File: config.mk
export PLATFORM = sky130hd
export DESIGN_NAME = rois_ctrl
export DESIGN_NICKNAME = d
export VERILOG_FILES = /design/src/rois_pkg.sv /design/src/rois_ctrl.sv
export SDC_FILE = /design/constraint.sdc
export NUM_CORES = 1
export LEC_CHECK = 0
export BUFFER_PORTS_ARGS = -buffer_cell sky130_fd_sc_hd__buf_2
export CAP_MARGIN = 25
export CELL_PAD_IN_SITES_DETAIL_PLACEMENT = 0
export CELL_PAD_IN_SITES_GLOBAL_PLACEMENT = 1
export CORE_AREA = 2 2 56 58
export DETAILED_ROUTE_END_ITERATION = 7
export DIE_AREA = 0 0 58 60
export HOLD_SLACK_MARGIN = 0.12
export PLACE_DENSITY_LB_ADDON = 0.1
export SLEW_MARGIN = 10
export SYNTH_ARGS = -nofsm -noshare
export SYNTH_HDL_FRONTEND = slang
export SYNTH_SLANG_ARGS = --single-unit
File: constraint.sdc
create_clock -name clk -period 4.8 [get_ports clk]
set_input_delay 0.72 -clock clk [delete_from_list [all_inputs] [get_ports clk]]
set_output_delay 0.72 -clock clk [all_outputs]
set_load 0.05 [all_outputs]
File: src/rois_pkg.sv
// rois_pkg: shared widths, register indexes and controller/datapath types
// for the ROI image scaler. No dependencies.
`default_nettype none

package rois_pkg;

	localparam int COORD_W = 10;
	localparam int DIM_W   = 11;
	localparam int PIX_W   = 8;
	localparam int KIND_W  = 2;
	localparam int IDX_W   = 3;
	localparam int FRAC_W  = 16;
	localparam int P_W     = COORD_W + DIM_W;
	localparam int NUM_W   = P_W + FRAC_W;
	localparam int CNT_W   = $clog2(NUM_W);
	localparam int POS_W   = NUM_W + 1;
	localparam int SC_W    = POS_W - FRAC_W + 2;
	localparam int WGT_W   = 18;
	localparam int ACC_W   = 48;
	localparam int DIV_STEPS = 3;

	localparam int DEF_MAX_W = 1024;
	localparam int DEF_MAX_H = 1024;
	localparam int DEF_OUT_W = 800;
	localparam int DEF_OUT_H = 440;

	localparam logic [IDX_W-1:0] REG_IMAGE_WIDTH  = 3'd0;
	localparam logic [IDX_W-1:0] REG_IMAGE_HEIGHT = 3'd1;
	localparam logic [IDX_W-1:0] REG_ROI_X        = 3'd2;
	localparam logic [IDX_W-1:0] REG_ROI_Y        = 3'd3;
	localparam logic [IDX_W-1:0] REG_ROI_WIDTH    = 3'd4;
	localparam logic [IDX_W-1:0] REG_ROI_HEIGHT   = 3'd5;
	localparam logic [IDX_W-1:0] REG_INTERP_KIND  = 3'd6;

	localparam logic [KIND_W-1:0] KIND_NEAREST  = 2'd0;
	localparam logic [KIND_W-1:0] KIND_BILINEAR = 2'd1;

	// position divider phases
	localparam logic [1:0] DSTEP_EST = 2'd0;
	localparam logic [1:0] DSTEP_REM = 2'd1;
	localparam logic [1:0] DSTEP_FIX = 2'd2;

	typedef struct packed {
		logic       load;
		logic       render;
		logic       mul;
		logic       div_step;
		logic [1:0] dstep;
		logic       pos;
		logic       coord;
		logic       rowb;
		logic       wfeed;
		logic [2:0] widx;
		logic       tap;
		logic [1:0] tn;
		logic [1:0] tm;
		logic       result;
	} rois_cmd_t;

	typedef struct packed {
		logic       bicubic;
		logic [1:0] tap_last;
	} rois_sts_t;

endpackage

`default_nettype wire

File: src/rois_ctrl.sv
// rois_ctrl: sequencing state machine for the ROI image scaler.
// Depends on rois_pkg for command/status types.
`default_nettype none

module rois_ctrl (
	input  wire logic                clk,
	input  wire logic                arst_n,
	input  wire logic                in_valid,
	input  wire logic                mode,
	input  wire logic                out_stall,
	input  wire rois_pkg::rois_sts_t sts,
	output logic                     in_stall,
	output logic                     out_valid,
	output rois_pkg::rois_cmd_t      cmd
);
	import rois_pkg::*;

	localparam logic [3:0] S_IDLE  = 4'd0;
	localparam logic [3:0] S_MUL   = 4'd1;
	localparam logic [3:0] S_DIV   = 4'd2;
	localparam logic [3:0] S_POS   = 4'd3;
	localparam logic [3:0] S_COORD = 4'd4;
	localparam logic [3:0] S_ROWB  = 4'd5;
	localparam logic [3:0] S_WGT   = 4'd6;
	localparam logic [3:0] S_TAPS  = 4'd7;
	localparam logic [3:0] S_DRAIN = 4'd8;
	localparam logic [3:0] S_DONE  = 4'd9;

	logic [3:0]       state_q;
	logic [CNT_W-1:0] cnt_q;
	logic [1:0]       n_q;
	logic [1:0]       m_q;
	logic             out_valid_q;
	logic             accept;
	logic             out_free;

	assign accept    = in_valid && (state_q == S_IDLE);
	assign out_free  = !out_valid_q || !out_stall;
	assign in_stall  = (state_q != S_IDLE);
	assign out_valid = out_valid_q;

	always_comb begin
		cmd          = '0;
		cmd.load     = accept && !mode;
		cmd.render   = accept && mode;
		cmd.mul      = (state_q == S_MUL);
		cmd.div_step = (state_q == S_DIV);
		cmd.dstep    = cnt_q[1:0];
		cmd.pos      = (state_q == S_POS);
		cmd.coord    = (state_q == S_COORD);
		cmd.rowb     = (state_q == S_ROWB);
		cmd.wfeed    = (state_q == S_WGT) && (cnt_q < CNT_W'(8));
		cmd.widx     = cnt_q[2:0];
		cmd.tap      = (state_q == S_TAPS);
		cmd.tn       = n_q;
		cmd.tm       = m_q;
		cmd.result   = (state_q == S_DONE) && out_free;
	end

	always_ff @(posedge clk or negedge arst_n) begin
		if (!arst_n) begin
			state_q <= S_IDLE;
			cnt_q   <= '0;
			n_q     <= '0;
			m_q     <= '0;
		end else begin
			unique case (state_q)
				S_IDLE: begin
					if (cmd.render) begin
						state_q <= S_MUL;
					end
				end
				S_MUL: begin
					cnt_q   <= '0;
					state_q <= S_DIV;
				end
				S_DIV: begin
					if (cnt_q == CNT_W'(DIV_STEPS - 1)) begin
						state_q <= S_POS;
					end else begin
						cnt_q <= cnt_q + 1'b1;
					end
				end
				S_POS: begin
					state_q <= S_COORD;
				end
				S_COORD: begin
					state_q <= S_ROWB;
				end
				S_ROWB: begin
					cnt_q   <= '0;
					n_q     <= '0;
					m_q     <= '0;
					state_q <= sts.bicubic ? S_WGT : S_TAPS;
				end
				S_WGT: begin
					if (cnt_q == CNT_W'(9)) begin
						state_q <= S_TAPS;
					end else begin
						cnt_q <= cnt_q + 1'b1;
					end
				end
				S_TAPS: begin
					if (n_q == sts.tap_last) begin
						n_q <= '0;
						if (m_q == sts.tap_last) begin
							cnt_q   <= '0;
							state_q <= S_DRAIN;
						end else begin
							m_q <= m_q + 1'b1;
						end
					end else begin
						n_q <= n_q + 1'b1;
					end
				end
				S_DRAIN: begin
					if (cnt_q == CNT_W'(1)) begin
						state_q <= S_DONE;
					end else begin
						cnt_q <= cnt_q + 1'b1;
					end
				end
				S_DONE: begin
					if (out_free) begin
						state_q <= S_IDLE;
					end
				end
				default: begin
					state_q <= S_IDLE;
				end
			endcase
		end
	end

	always_ff @(posedge clk or negedge arst_n) begin
		if (!arst_n) begin
			out_valid_q <= 1'b0;
		end else if (cmd.result) begin
			out_valid_q <= 1'b1;
		end else if (!out_stall) begin
			out_valid_q <= 1'b0;
		end
	end

	a_div_len: assert property (@(posedge clk) disable iff (!arst_n)
		(state_q == S_DIV && cnt_q == CNT_W'(DIV_STEPS - 1)) |=> (state_q == S_POS))
		else $error("divider did not finish after DIV_STEPS steps");

	a_out_src: assert property (@(posedge clk) disable iff (!arst_n)
		$rose(out_valid_q) |-> ($past(state_q) == S_DONE))
		else $error("result raised outside DONE");

	a_render_start: assert property (@(posedge clk) disable iff (!arst_n)
		cmd.render |=> (state_q == S_MUL))
		else $error("render beat did not start sequence");

	a_tap_range: assert property (@(posedge clk) disable iff (!arst_n)
		(state_q == S_TAPS) |-> (n_q <= sts.tap_last && m_q <= sts.tap_last))
		else $error("tap index past window");

endmodule

`default_nettype wire

### After elaboration in Yosys (flattened, before gate mapping)

Cells that the tools add are included.
Widths: inputs -> output; s select.

| word-level totals | value |
|---|---|
| memory bits (writable) | 0 |
| logic and storage cells | 74 |
| output and inout port bits | 21 |
| bits of input ports | 8 |
| bits in latches | 0 |
| ROM bits | 0 |
| memories kept | 0 |
| bits in registers | 15 |

| operators by class | value |
|---|---|
| equality and inequality tests | 26 |
| shifts and indexed selects | 0 |
| reductions and logical operators | 17 |
| $lt $le $gt $ge | 1 |
| bitwise gates (word level) | 0 |
| div/mod/pow operators | 0 |
| $mul | 0 |
| mux-type cells | 22 |
| add/sub/neg operators | 3 |

Operators by type and width:

| operator | count |
|---|---|
| $pmux 4 s10 | 1 |
| $mux 6 | 5 |
| $pmux 6 s5 | 1 |
| $mux 4 | 7 |
| $eq 4x3->1 const B | 4 |
| $ne 2x2->1 const B | 7 |
| $ne 2x1->1 const B | 5 |
| $eq 4x2->1 const B | 2 |
| $eq 4x4->1 const B | 2 |
| $pmux 2 s2 | 2 |
| $reduce_and 7->1 | 1 |
| $add 6x1->6 const B | 1 |
| $eq 6x1->1 const B | 1 |
| $eq 6x2->1 const B | 1 |
| $eq 6x4->1 const B | 1 |
| $lt 6x4->1 const B | 1 |
| $mux 2 | 3 |
| $reduce_and 6->1 | 1 |
| $logic_and 1x1->1 | 5 |
| $reduce_bool 5->1 | 1 |
| $add 2x1->2 const B | 2 |
| $eq 2x2->1 | 2 |
| $eq 4x1->1 const B | 1 |
| $logic_not 4->1 | 1 |
| 7 further kinds | 11 |

### Longest topological paths before layout

| logic depth | value |
|---|---|
| depth in word-level cells | 5 |
| mapped depth | 8 |
| mapped depth without buffers | 8 |

### Worst setup path before layout

Ideal clock, no wire load.

| timing | value |
|---|---|
| path kind | flip-flop to output port |
| start | reg state_q[1] |
| end | out cmd[16] in the netlist's numbering |
| arrival | 1.929 ns |
| slack | 2.151 ns |
| data required time | 4.080 ns |
| path buffers | 2 |
| cell stages (with the launch flop) | 5 |
| path through | dfrtp_1 > buf_4 > clkbuf_1 > nand2b_1 > nor3_1 |

RTL lines:

| what | RTL line | RTL |
|---|---|---|
| from (decl) | rois_ctrl.sv:29 | `logic [3:0] state_q;` |
| from (signal assigned) | rois_ctrl.sv:94 | `state_q <= sts.bicubic ? S_WGT : S_TAPS;` |
| to (decl) | rois_ctrl.sv:14 | `output rois_pkg::rois_cmd_t cmd` |

==> metrics.md <==
| Metric | Value |
|---|---|
| DIE WIDTH | 58 um |
| Multiplexer share of the synthesized area | 2.67% |
| Final Skew | 0.00437 ns |
| Ys flop type | dfrtp_1 |
| Clock buffer depth | 2 |
| CTS tree | built |
| #FFs+latches synth | 15 |
| Routed WL | 2.65 mm |
| CTS Buf Count | 3 |
| WS Path Type | reg2out |
| Avg Cell Area, Syn | 8.69 um^2 |
| Layout area overhead | 11.2% |
| Clk root buf | clkbuf_4 |
| Count leader, synth | dfrtp_1 |
| Post-route cell area | 1310 um^2 |
| Initial antenna violation count | 0 |
| Largest family of logic cells by synthesized area | simple AND/OR/NAND/NOR gates |
| Sequential cell area | ~380 um^2 |
| First-pass GRT wire length | ~4.6 mm |
| Crit end category | output port |
| Crit-path max FO | 19 |
| Diodes inserted | 0 |
| Simple-Gate Fraction of Synth Area | between 20% and 30% |
| Clk Latency, worst-skew pair | 0.29 ns |
| Multi-input gate area | 694 um^2 |
| Row cnt | 20 |
| Ratio of final minimum period to clock period | between 50% and 60% |
| CTS sink count | 15 |
| Fin nets | ~170 |
| Final WS setup | 2.15 ns |
| H-tree depth | 1 |
| CP max stage delay | 0.61 ns |
| Initial Util | 40.4% |
| CTS clock-pin slew for the worst setup and hold paths | 0.10 ns |
| Yosys top cell by area | dfrtp_1 |
| WP data required | 4.08 ns |
| CP Launch Type | flop |
| Post-synth EDFFs | 0 |
| Hold-fix buffers, CTS | 0 |
| Port bufs | 28 |
| DIE AREA | 3480 um^2 |
| Final hold violation count | 0 |
| Post-Syn Instances | about 140 |
| Largest net degree at the start of global routing | 20 |
| Vias | 1,069 |
| Ranking of synthesized cells by area | dfrtp_1 32%, buf_4 4.5%, nor3_1 4.3%, and3_1 3.7%, nand2_1 3.5% |
| Syn nets | 146 |
| Layout cell share with drive strength beyond 1 | 24.4% |
| Core ar. | 2900 um^2 |
| # DRC | 0 |
| Worst Max-Slew Pin Slew | 0.864 ns |
| Tmin final | 2.65 ns |
| Post-route insts no fill | 189 |
| Post-DP Area | 1280 um^2 |
| Xor/xnor cell area share of the yosys netlist | 3.73% |
| Distinct cell type count after synthesis | 44 |
| Synth top area share | 32.0% |
| Max Slew Vio Count | 0 |
| Critical path arrival | 1.93 ns |
| Worst slack at placement | between 2 and 2.5 ns |
| Vias in the first global route | 970 |
| Worst slew margin | ~42% |
| Post-CTS Setup Bufs | 0 |
| DRT antenna net count | 0 |
| Synth Area in Compound Gates | 20.8% |
| CP cell instances | nor4_1, nand2_1, nor2_1, buf_2 |
| CTS resizes | 0 |
| Synthesized-area fraction occupied by adder cells | 3.20% |
| Max-cap violation count | 0 |
| CP max stage cell | dfrtp_1 |
| YS warnings | 0 |
| Async S/R FF share, synth | 100% |
| Max Fclk | 377 MHz |
| GRT Resource Usage Total | 17.1% |
| I/O pin count | 29 |
| Unrepaired setup endpoints after global routing | false |
| DR iter-0 viols | 55 |
| Status | finished, final reports clean |
| HP Class | in2async |
| Top cells by count, synth | 15 x dfrtp_1, 11 x nand2_1, 10 x nor2_1, 10 x nor3_1 |
| Wire per inst | 14.0 um |
| Overflow after GRT | 0 |
| Die Span Y | 60 um |
| Vias per inst | ~5.7 |
| DP Wirelength | 1.97 mm |
| First-pass detailed-route iteration total | 4 |
| Setup Viol. Count Final | 0 |
| Placed cells | 185 |
| Mapped Area | 1170 um^2 |
| Sequential area share after synthesis | 32.0% |
| Fillcell total | 300 |
| Post-Route Setup TNS | 0 ns |
| Gpl congestion | 0.744 |
==> layer usage <==
layer  global-route usage, %  vias to the layer above  wire length [um]  part of all wire, %
met5                       0                        -                 0                    0
li1                        -                      528                 -                    -
met2                    27.3                       26              1260                   48
met1                    24.5                      515              1270                   48
met4                    2.66                        0                 0                    0
met3                    3.25                        0               124                  4.7
==> critical path: cells and delay by family (launching register included) <==
kind / cells / cell delay [ns]
AND/OR/NAND/NOR: 3 / 0.77
buffers and inverters: 1 / 0.26
flip-flops: 1 / 0.61
==> path summary, 6_finish.rpt <==
kind,start,end,depth (start not counted),slack (ns)
hold reg to reg,out_valid,out_valid,2,0.57
setup reg to reg,state_q[1],cnt_q[4],5,2.68
min in group clk,out_valid,out_valid,2,0.57
max in group asynchronous,arst_n,cnt_q[4],1,4.21
setup / recovery,state_q[1],cmd[18],4,2.15
hold / removal,arst_n,state_q[2],1,0.32
==> sequential cells by signal (all words and copies together), names as in the netlist <==
register   cells
n_q            2
out_valid      1
m_q            2
cnt_q          6
state_q        4
==> area by class of cell <==
cell class / count / area share, %
Inverter: 7 / 2.01
Sequential cell: 15 / 28.8
Multi-Input combinational cell: 102 / 53.2
Tap cell: 33 / 3.16
Timing Repair Buffer: 28 / 10.7
Clock inverter: 1 / 0.384
Clock buffer: 3 / 1.73
==> layout by cell type (no fill, tap or decap), types with 2 or more instances in the layout <==
cell type,n
inv_1,6
nand2b_1,5
nand3_1,4
a221o_1,4
clkbuf_4,3
nor3b_1,2
mux2i_1,2
nor3_1,10
nand2_1,11
a21o_1,3
xor2_1,3
nand3b_1,2
a21oi_1,4
nor2_1,10
o21ai_1,6
buf_2,28
ha_1,3
xnor2_1,2
and3_1,7
dfrtp_1,15
o2bb2ai_1,4
==> cell families (layout without fill, tap and decap cells) <==
logic type                 after synthesis  in the layout
AOI/OAI and AO/OA                       31             31
xor gates and xnor gates                 5              5
and+or+nand+nor                         60             60
adders and majority gates                3              3
buffers and inverters                   18             39
muxes                                    3              3
DFF                                     15             15
==> through the flow <==
stage | util, % | hold WS, ns
detailed placement | 44.0 | 0.562
floorplan | - | 0.424
finish | 45.0 | 0.324
global placement | 44.0 | 0.537
CTS | 45.0 | 0.330
global route | 45.0 | 0.326
Power is left out: the tool's default activity adds up to more than one toggle a clock period on the data nets, which glitch-free logic cannot reach.
